File: src/sv/bqf_pkg.sv
`default_nettype none
// ----------------------------------------------------------------------------
// bqf_pkg
// Shared constants for the transposed direct form II biquad core: default
// widths, coefficient register indexes and the fixed state word width.
// ----------------------------------------------------------------------------
package bqf_pkg;

    localparam int BQF_SAMPLE_WIDTH = 24;
    localparam int BQF_COEF_WIDTH   = 32;
    localparam int BQF_STATE_WIDTH  = 32;
    localparam int BQF_COEF_FRAC    = 4;
    localparam int BQF_NUM_COEFS    = 5;
    localparam int BQF_ADDR_WIDTH   = 3;

    localparam logic [BQF_ADDR_WIDTH-1:0] REG_COEF_A0 = 3'd0;
    localparam logic [BQF_ADDR_WIDTH-1:0] REG_COEF_A1 = 3'd1;
    localparam logic [BQF_ADDR_WIDTH-1:0] REG_COEF_A2 = 3'd2;
    localparam logic [BQF_ADDR_WIDTH-1:0] REG_COEF_B1 = 3'd3;
    localparam logic [BQF_ADDR_WIDTH-1:0] REG_COEF_B2 = 3'd4;

endpackage : bqf_pkg
`default_nettype wire

File: src/sv/biquad_filter_tdf2_core.sv
`default_nettype none
// ----------------------------------------------------------------------------
// biquad_filter_tdf2_core
// Second-order IIR filter, transposed direct form II, with one shared
// multiplier and one shared adder stepped by a small sequencer.
// ----------------------------------------------------------------------------
// Each sample steps through ST_Y, ST_N1A, ST_N1B, ST_N2A and ST_N2B, the last
// of which loads its result, and no new sample is accepted before that, as
// the five products y = x*a0 + s1,
// s1 = x*a1 + s2 - b1*y, s2 = x*a2 - b2*y passing one at a time through a
// single registered SAMPLE_WIDTH x COEF_WIDTH multiplier; s_axis_tready is
// high only between samples, and the last step waits while a previous result
// is still held on the master side. Coefficients are signed Q4.(COEF_WIDTH-4),
// reset to pass-through (a0 = 1.0); products are floored to the sample scale,
// the 32-bit state words saturate, y saturates to SAMPLE_WIDTH bits and
// m_axis_tuser flags any saturation in that sample. Coefficients may be
// written only while the core is idle.
// ----------------------------------------------------------------------------
module biquad_filter_tdf2_core
    import bqf_pkg::*;
#(
    parameter int SAMPLE_WIDTH = BQF_SAMPLE_WIDTH,
    parameter int COEF_WIDTH   = BQF_COEF_WIDTH
)
(
    input  wire logic                        clk,
    input  wire logic                        rst_n,

    input  wire logic                        cfg_wr_en,
    input  wire logic [BQF_ADDR_WIDTH-1:0]   cfg_addr,
    input  wire logic [COEF_WIDTH-1:0]       cfg_wdata,

    input  wire logic                        s_axis_tvalid,
    output logic                             s_axis_tready,
    // [SAMPLE_WIDTH-1:0] sample_in, rest zero
    input  wire logic [((SAMPLE_WIDTH+7)/8)*8-1:0] s_axis_tdata,

    output logic                             m_axis_tvalid,
    input  wire logic                        m_axis_tready,
    // [SAMPLE_WIDTH-1:0] sample_out, rest zero
    output logic [((SAMPLE_WIDTH+7)/8)*8-1:0] m_axis_tdata,
    // [0] clipped
    output logic                             m_axis_tuser
);

    localparam int TDATA_WIDTH = ((SAMPLE_WIDTH + 7) / 8) * 8;
    localparam int SHIFT       = COEF_WIDTH - BQF_COEF_FRAC;
    localparam int PROD_WIDTH  = SAMPLE_WIDTH + COEF_WIDTH;
    localparam int SCALED_W    = SAMPLE_WIDTH + BQF_COEF_FRAC;
    localparam int ACC_WIDTH   = ((SCALED_W > BQF_STATE_WIDTH) ? SCALED_W : BQF_STATE_WIDTH) + 2;
    localparam int SW          = BQF_STATE_WIDTH;

    localparam logic [2:0] ST_IDLE = 3'd0;
    localparam logic [2:0] ST_Y    = 3'd1;
    localparam logic [2:0] ST_N1A  = 3'd2;
    localparam logic [2:0] ST_N1B  = 3'd3;
    localparam logic [2:0] ST_N2A  = 3'd4;
    localparam logic [2:0] ST_N2B  = 3'd5;

    logic [2:0] state_reg;
    logic [2:0] state_next;

    logic signed [COEF_WIDTH-1:0]   coef_a0_reg;
    logic signed [COEF_WIDTH-1:0]   coef_a1_reg;
    logic signed [COEF_WIDTH-1:0]   coef_a2_reg;
    logic signed [COEF_WIDTH-1:0]   coef_b1_reg;
    logic signed [COEF_WIDTH-1:0]   coef_b2_reg;

    logic signed [SW-1:0]           delay_one_reg;
    logic signed [SW-1:0]           delay_two_reg;

    logic signed [SAMPLE_WIDTH-1:0] x_reg;
    logic signed [SAMPLE_WIDTH-1:0] y_reg;
    logic signed [PROD_WIDTH-1:0]   prod_reg;
    logic signed [ACC_WIDTH-1:0]    acc_reg;
    logic                           clip_reg;

    logic                           out_valid_reg;
    logic [SAMPLE_WIDTH-1:0]        out_data_reg;
    logic                           out_user_reg;

    logic signed [SAMPLE_WIDTH-1:0] mul_a;
    logic signed [COEF_WIDTH-1:0]   mul_b;
    logic signed [PROD_WIDTH-1:0]   mul_p;

    logic [SCALED_W-1:0]            p_scaled;
    logic signed [ACC_WIDTH-1:0]    p_ext;
    logic signed [ACC_WIDTH-1:0]    add_a;
    logic                           add_sub;
    logic signed [ACC_WIDTH-1:0]    add_res;

    logic                           y_ovf;
    logic [SAMPLE_WIDTH-1:0]        y_sat;
    logic                           s_ovf;
    logic [SW-1:0]                  s_sat;

    logic                           in_fire;
    logic                           out_free;
    logic [TDATA_WIDTH-1:0]         tdata_out;

    assign s_axis_tready = (state_reg == ST_IDLE);
    assign in_fire       = s_axis_tvalid && s_axis_tready;
    assign out_free      = !out_valid_reg || m_axis_tready;

    // multiplier operand select
    always_comb
    begin
        case (state_reg)
            ST_IDLE:
            begin
                mul_a = s_axis_tdata[SAMPLE_WIDTH-1:0];
                mul_b = coef_a0_reg;
            end
            ST_Y:
            begin
                mul_a = x_reg;
                mul_b = coef_a1_reg;
            end
            ST_N1A:
            begin
                mul_a = y_reg;
                mul_b = coef_b1_reg;
            end
            ST_N1B:
            begin
                mul_a = x_reg;
                mul_b = coef_a2_reg;
            end
            ST_N2A:
            begin
                mul_a = y_reg;
                mul_b = coef_b2_reg;
            end
            default:
            begin
                mul_a = x_reg;
                mul_b = coef_a0_reg;
            end
        endcase
    end

    assign mul_p = mul_a * mul_b;

    // floor to sample scale
    assign p_scaled = prod_reg[PROD_WIDTH-1:SHIFT];
    assign p_ext    = {{(ACC_WIDTH-SCALED_W){p_scaled[SCALED_W-1]}}, p_scaled};

    // shared adder
    always_comb
    begin
        add_sub = 1'b0;
        case (state_reg)
            ST_Y:   add_a = {{(ACC_WIDTH-SW){delay_one_reg[SW-1]}}, delay_one_reg};
            ST_N1A: add_a = {{(ACC_WIDTH-SW){delay_two_reg[SW-1]}}, delay_two_reg};
            ST_N1B:
            begin
                add_a   = acc_reg;
                add_sub = 1'b1;
            end
            ST_N2B:
            begin
                add_a   = acc_reg;
                add_sub = 1'b1;
            end
            default: add_a = '0;
        endcase
    end

    assign add_res = add_sub ? (add_a - p_ext) : (add_a + p_ext);

    assign y_ovf = (add_res[ACC_WIDTH-1:SAMPLE_WIDTH-1]
                    != {(ACC_WIDTH-SAMPLE_WIDTH+1){add_res[ACC_WIDTH-1]}});
    assign y_sat = !y_ovf ? add_res[SAMPLE_WIDTH-1:0]
                 : (add_res[ACC_WIDTH-1] ? {1'b1, {(SAMPLE_WIDTH-1){1'b0}}}
                                         : {1'b0, {(SAMPLE_WIDTH-1){1'b1}}});

    assign s_ovf = (add_res[ACC_WIDTH-1:SW-1] != {(ACC_WIDTH-SW+1){add_res[ACC_WIDTH-1]}});
    assign s_sat = !s_ovf ? add_res[SW-1:0]
                 : (add_res[ACC_WIDTH-1] ? {1'b1, {(SW-1){1'b0}}} : {1'b0, {(SW-1){1'b1}}});

    always_comb
    begin
        state_next = state_reg;
        case (state_reg)
            ST_IDLE: if (in_fire) state_next = ST_Y;
            ST_Y:    state_next = ST_N1A;
            ST_N1A:  state_next = ST_N1B;
            ST_N1B:  state_next = ST_N2A;
            ST_N2A:  state_next = ST_N2B;
            ST_N2B:  if (out_free) state_next = ST_IDLE;
            default: state_next = ST_IDLE;
        endcase
    end

    // control, coefficients and filter state
    always_ff @(posedge clk or negedge rst_n)
    begin
        if (!rst_n)
        begin
            state_reg     <= ST_IDLE;
            out_valid_reg <= 1'b0;
            coef_a0_reg   <= COEF_WIDTH'(1) << SHIFT;
            coef_a1_reg   <= '0;
            coef_a2_reg   <= '0;
            coef_b1_reg   <= '0;
            coef_b2_reg   <= '0;
            delay_one_reg <= '0;
            delay_two_reg <= '0;
        end
        else
        begin
            state_reg <= state_next;

            if (cfg_wr_en)
            begin
                case (cfg_addr)
                    REG_COEF_A0: coef_a0_reg <= cfg_wdata;
                    REG_COEF_A1: coef_a1_reg <= cfg_wdata;
                    REG_COEF_A2: coef_a2_reg <= cfg_wdata;
                    REG_COEF_B1: coef_b1_reg <= cfg_wdata;
                    REG_COEF_B2: coef_b2_reg <= cfg_wdata;
                    default:     ;
                endcase
            end

            if (state_reg == ST_N1B)
                delay_one_reg <= s_sat;

            if ((state_reg == ST_N2B) && out_free)
            begin
                delay_two_reg <= s_sat;
                out_valid_reg <= 1'b1;
            end
            else if (m_axis_tready)
            begin
                out_valid_reg <= 1'b0;
            end
        end
    end

    // datapath payload
    always_ff @(posedge clk)
    begin
        if (in_fire)
            x_reg <= s_axis_tdata[SAMPLE_WIDTH-1:0];

        if (state_reg != ST_N2B)
            prod_reg <= mul_p;

        case (state_reg)
            ST_Y:
            begin
                y_reg    <= y_sat;
                clip_reg <= y_ovf;
            end
            ST_N1A: acc_reg <= add_res;
            ST_N1B: clip_reg <= clip_reg | s_ovf;
            ST_N2A: acc_reg <= p_ext;
            default: ;
        endcase

        if ((state_reg == ST_N2B) && out_free)
        begin
            out_data_reg <= y_reg;
            out_user_reg <= clip_reg | s_ovf;
        end
    end

    always_comb
    begin
        tdata_out                   = '0;
        tdata_out[SAMPLE_WIDTH-1:0] = out_data_reg;
    end

    assign m_axis_tvalid = out_valid_reg;
    assign m_axis_tdata  = tdata_out;
    assign m_axis_tuser  = out_user_reg;

`ifndef ASSERT_OFF
    a_fire_starts: assert property (@(posedge clk) disable iff (!rst_n)
        in_fire |=> (state_reg == ST_Y))
        else $error("accepted sample did not start the sequence");

    a_stall_holds: assert property (@(posedge clk) disable iff (!rst_n)
        (state_reg == ST_N2B) && !out_free |=> (state_reg == ST_N2B) && $stable(delay_two_reg))
        else $error("last step advanced while result slot was occupied");

    a_result_source: assert property (@(posedge clk) disable iff (!rst_n)
        $rose(out_valid_reg) |-> ($past(state_reg) == ST_N2B))
        else $error("result appeared outside the final step");
`endif

endmodule : biquad_filter_tdf2_core
`default_nettype wire
File: config.mk
export PLATFORM = sky130hd
export DESIGN_NAME = biquad_filter_tdf2_core
export DESIGN_NICKNAME = d
export VERILOG_FILES = /design/src/sv/bqf_pkg.sv /design/src/sv/biquad_filter_tdf2_core.sv
export SDC_FILE = /design/constraint.sdc
export NUM_CORES = 2
export LEC_CHECK = 0
export ABC_AREA = 0
export BUFFER_PORTS_ARGS = -buffer_cell sky130_fd_sc_hd__clkbuf_2
export CORE_AREA = 2 2 266 268
export DETAILED_ROUTE_END_ITERATION = 10
export DIE_AREA = 0 0 268 270
export MAX_ROUTING_LAYER = met4
export PLACE_DENSITY = 0.8
export SETUP_SLACK_MARGIN = 0.4
export SYNTH_ARGS = -nofsm -noshare
export SYNTH_HDL_FRONTEND = slang
export SYNTH_SLANG_ARGS = --single-unit
File: constraint.sdc
create_clock -name clk -period 10.4 [get_ports clk]
set_input_delay 0 -clock clk [delete_from_list [all_inputs] [get_ports clk]]
set_output_delay 0 -clock clk [all_outputs]
set_load 0.03 [all_outputs]
==> flow_metrics.env <==
export IMPL_period_minus_slack_ns=9.746
export IMPL_synth_main_ff_cell="dfrtp_1"
export IMPL_first_pass_iters=8
export IMPL_critical_path_top_delay_family="adder cells"
export IMPL_grt_overflow=0
export IMPL_root_buffer="clkbuf_16"
export IMPL_slowest_delay_ns=0.64
export IMPL_endpoint="prod_reg[49]"
export IMPL_timing_rr_start="state_reg[2]"
export IMPL_slew_headroom_pct=12.21
export IMPL_cts_num_sinks=364
export IMPL_num_rows=97
export IMPL_routed_via_density=6.154
export IMPL_clock_latency_ns=0.60
export IMPL_grt_first_pass_wirelength_um=210000
export IMPL_hold_slack_ns=0.08105
export IMPL_synth_area_per_cell_um2=9.668
export IMPL_reg2reg_to="prod_reg[49]"
export IMPL_timing_setup_critical_path_class="flop to flop"
export IMPL_startpoint="state_reg[2]"
export IMPL_final_common_cell="inv_1"
export IMPL_area_growth_syn_to_layout_pct=8.190
export IMPL_crit_buf_inv=4
export IMPL_final_setup_worst_slack_ns=0.6535
export IMPL_finalHoldViolations=0
export IMPL_cp_required_ns=10.72
export IMPL_period_share_pct=93.72
export IMPL_die_area_um2=72360
export IMPL_multi_input_area_um2=31280
export IMPL_grt_usage_pct=39.91
export IMPL_dp_hpwl_um=102700
export IMPL_fmax_ghz=0.1026
export IMPL_crit_path_max_fanout=44
export IMPL_rsz0062_at_grt="yes"
export IMPL_synthAdderAreaFrac_pct=39.90
export IMPL_synth_cells=4647
export IMPL_synth_compound_area_share_pct=9.145
export IMPL_synth_top_family_by_area="adder cells"
export IMPL_cp_start_kind="flop"
export IMPL_final_layout_size_suffix_gt1_share_pct=11.09
export IMPL_reg2regPathDepth=27
export IMPL_regArea_um2=9802
export IMPL_synth_cell_types=84
export IMPL_io_pins=91
export IMPL_die_x_um=268
export IMPL_status="finished clean"
export IMPL_core_um2=69540
export IMPL_tns_ns=0
export IMPL_skew_ns=0.04027
export IMPL_reg2reg_slack_ns=0.65
export IMPL_tightestPinTransition_ns=1.311
export IMPL_mappedNetlistArea_um2=44930
export IMPL_grt_pass1_vias=36460
export IMPL_via_count=34970
export IMPL_synthXorXnorAreaFrac_pct=1.830
export IMPL_arrival_ns=10.06
export IMPL_maxSlewViolCount=0
export IMPL_synth_fp_nets=5674
export IMPL_gp_congestion=1.037
export IMPL_drc=0
export IMPL_wl_um=136300
export IMPL_ys_ff_latch=364
export IMPL_critPathSlowestCell="dfrtp_4"
export IMPL_synth_simple_area_share_pct=11.64
export IMPL_pre_cts_slack_ns=0.5401
export IMPL_antenna_found_initial=6
export IMPL_final_nets=5736
export IMPL_final_cell_mix="inv_1, fa_1, nand2_1"
export IMPL_end_kind="flop"
export IMPL_fill_cells=5131
export IMPL_routedWlPerCell_um=23.99
export IMPL_synth_edf_count=136
export IMPL_seq_area_frac_synth_pct=21.79
export IMPL_min_path_type="input port to asynchronous set/reset pin"
export IMPL_synthArstFlopShare_pct=62.64
export IMPL_antenna_left=0
export IMPL_clock_tree_buffer_depth=3
export IMPL_grt_max_degree=108
export IMPL_drtIter0Drc=3536
export IMPL_cp_common_cell="fa_1"
export IMPL_start_util_pct=64.61
export IMPL_cts_made_buffers=38
export IMPL_numPortBuffers=90
export IMPL_htreeDepth=2
export IMPL_setup_viol=0
export IMPL_clk_pin_slew_ns=0.06
export IMPL_cts_tree="built"
export IMPL_largest_reg_flops=34
export IMPL_synth_mux_area_fraction_pct=6.739
export IMPL_maxCapViolations=0
export IMPL_fp_dieH_um=270
export IMPL_worstSetupPathDepth=27
export IMPL_yosys_warnings=0
synth_stat cells (24+ instances only):
cell,count,area share (%)
a21o_1,75,1.3
a21oi_1,192,2.1
a22oi_1,35,0.58
and2_1,25,0.35
clkbuf_1,210,1.8
dfrtp_1,227,13
edfxtp_1,136,9.1
fa_1,783,35
ha_1,180,5.0
inv_1,810,6.8
mux2_2,164,4.1
mux2i_1,55,1.2
mux4_2,28,1.4
nand2_1,578,4.8
nand2b_1,29,0.40
nand3_1,24,0.27
nor2_1,480,4.0
nor3_1,24,0.27
o21ai_0,170,1.9
o22ai_1,37,0.52
xnor2_1,53,1.0
xor2_1,39,0.76
how the worst min path moves through the flow:
stage	start	slack [ns]	to	depth (start not counted)
after floorplan	rst_n	-0.30	coef_a0_reg[0]	0
after global placement	rst_n	0.11	delay_two_reg[27]	1
after detailed placement	rst_n	0.11	delay_one_reg[27]	1
after CTS	cfg_addr[1]	0.09	coef_a1_reg[21]	3
after global routing	rst_n	0.15	delay_one_reg[10]	2
final	rst_n	0.08	delay_one_reg[27]	2
cell families after synthesis:
kind of cell	after synthesis
multiplexers	247
buffers and inverters	1060
AND/OR/NAND/NOR	1260
adder cells (fa/ha/maj)	963
XOR/XNOR	93
AO/OA/AOI/OAI	660
flip-flops	364
metrics by stage:
| stage | cells | utilization [%] | area [um^2] |
|---|---|---|---|
| floorplan | 4647 | - | 44930 |
| global placement | 5541 | 67.01 | 46600 |
| detailed placement | 5541 | 67.01 | 46600 |
| CTS | 5667 | 69.73 | 48490 |
| global route | 5682 | 69.90 | 48610 |
| finish | 5682 | 69.90 | 48610 |
routing by layer:
layer  vias up  GRT usage [%]  wire [um]
li1      14790              -          -
met1     17400          48.70      47790
met2      2176          61.19      63010
met3       609          8.908      15170
met4         0          23.63      10340
met5         -              -          0
what timing repair did:
| action | 4_1_cts | 5_1_grt |
|---|---|---|
| endpoints found under the hold margin | 293 | 0 |
| endpoints found under the setup margin | 0 | 19 |
| setup buffers | 0 | 8 |
| gates resized for setup | 0 | 7 |
| hold buffers | 59 | 0 |
cell type report:
cell class | count | area share [%]
repair buffers | 271 | 4.106
diodes | 6 | 0.03089
clock buffers | 57 | 2.311
clock inverters | 10 | 0.3655
flip-flops and latches | 364 | 20.16
well taps | 940 | 2.420
multi-input cells | 3224 | 64.35
inverters | 810 | 6.255
Power is left out: the tool's default activity adds up to more than one toggle a clock period on the data nets, which glitch-free logic cannot reach.
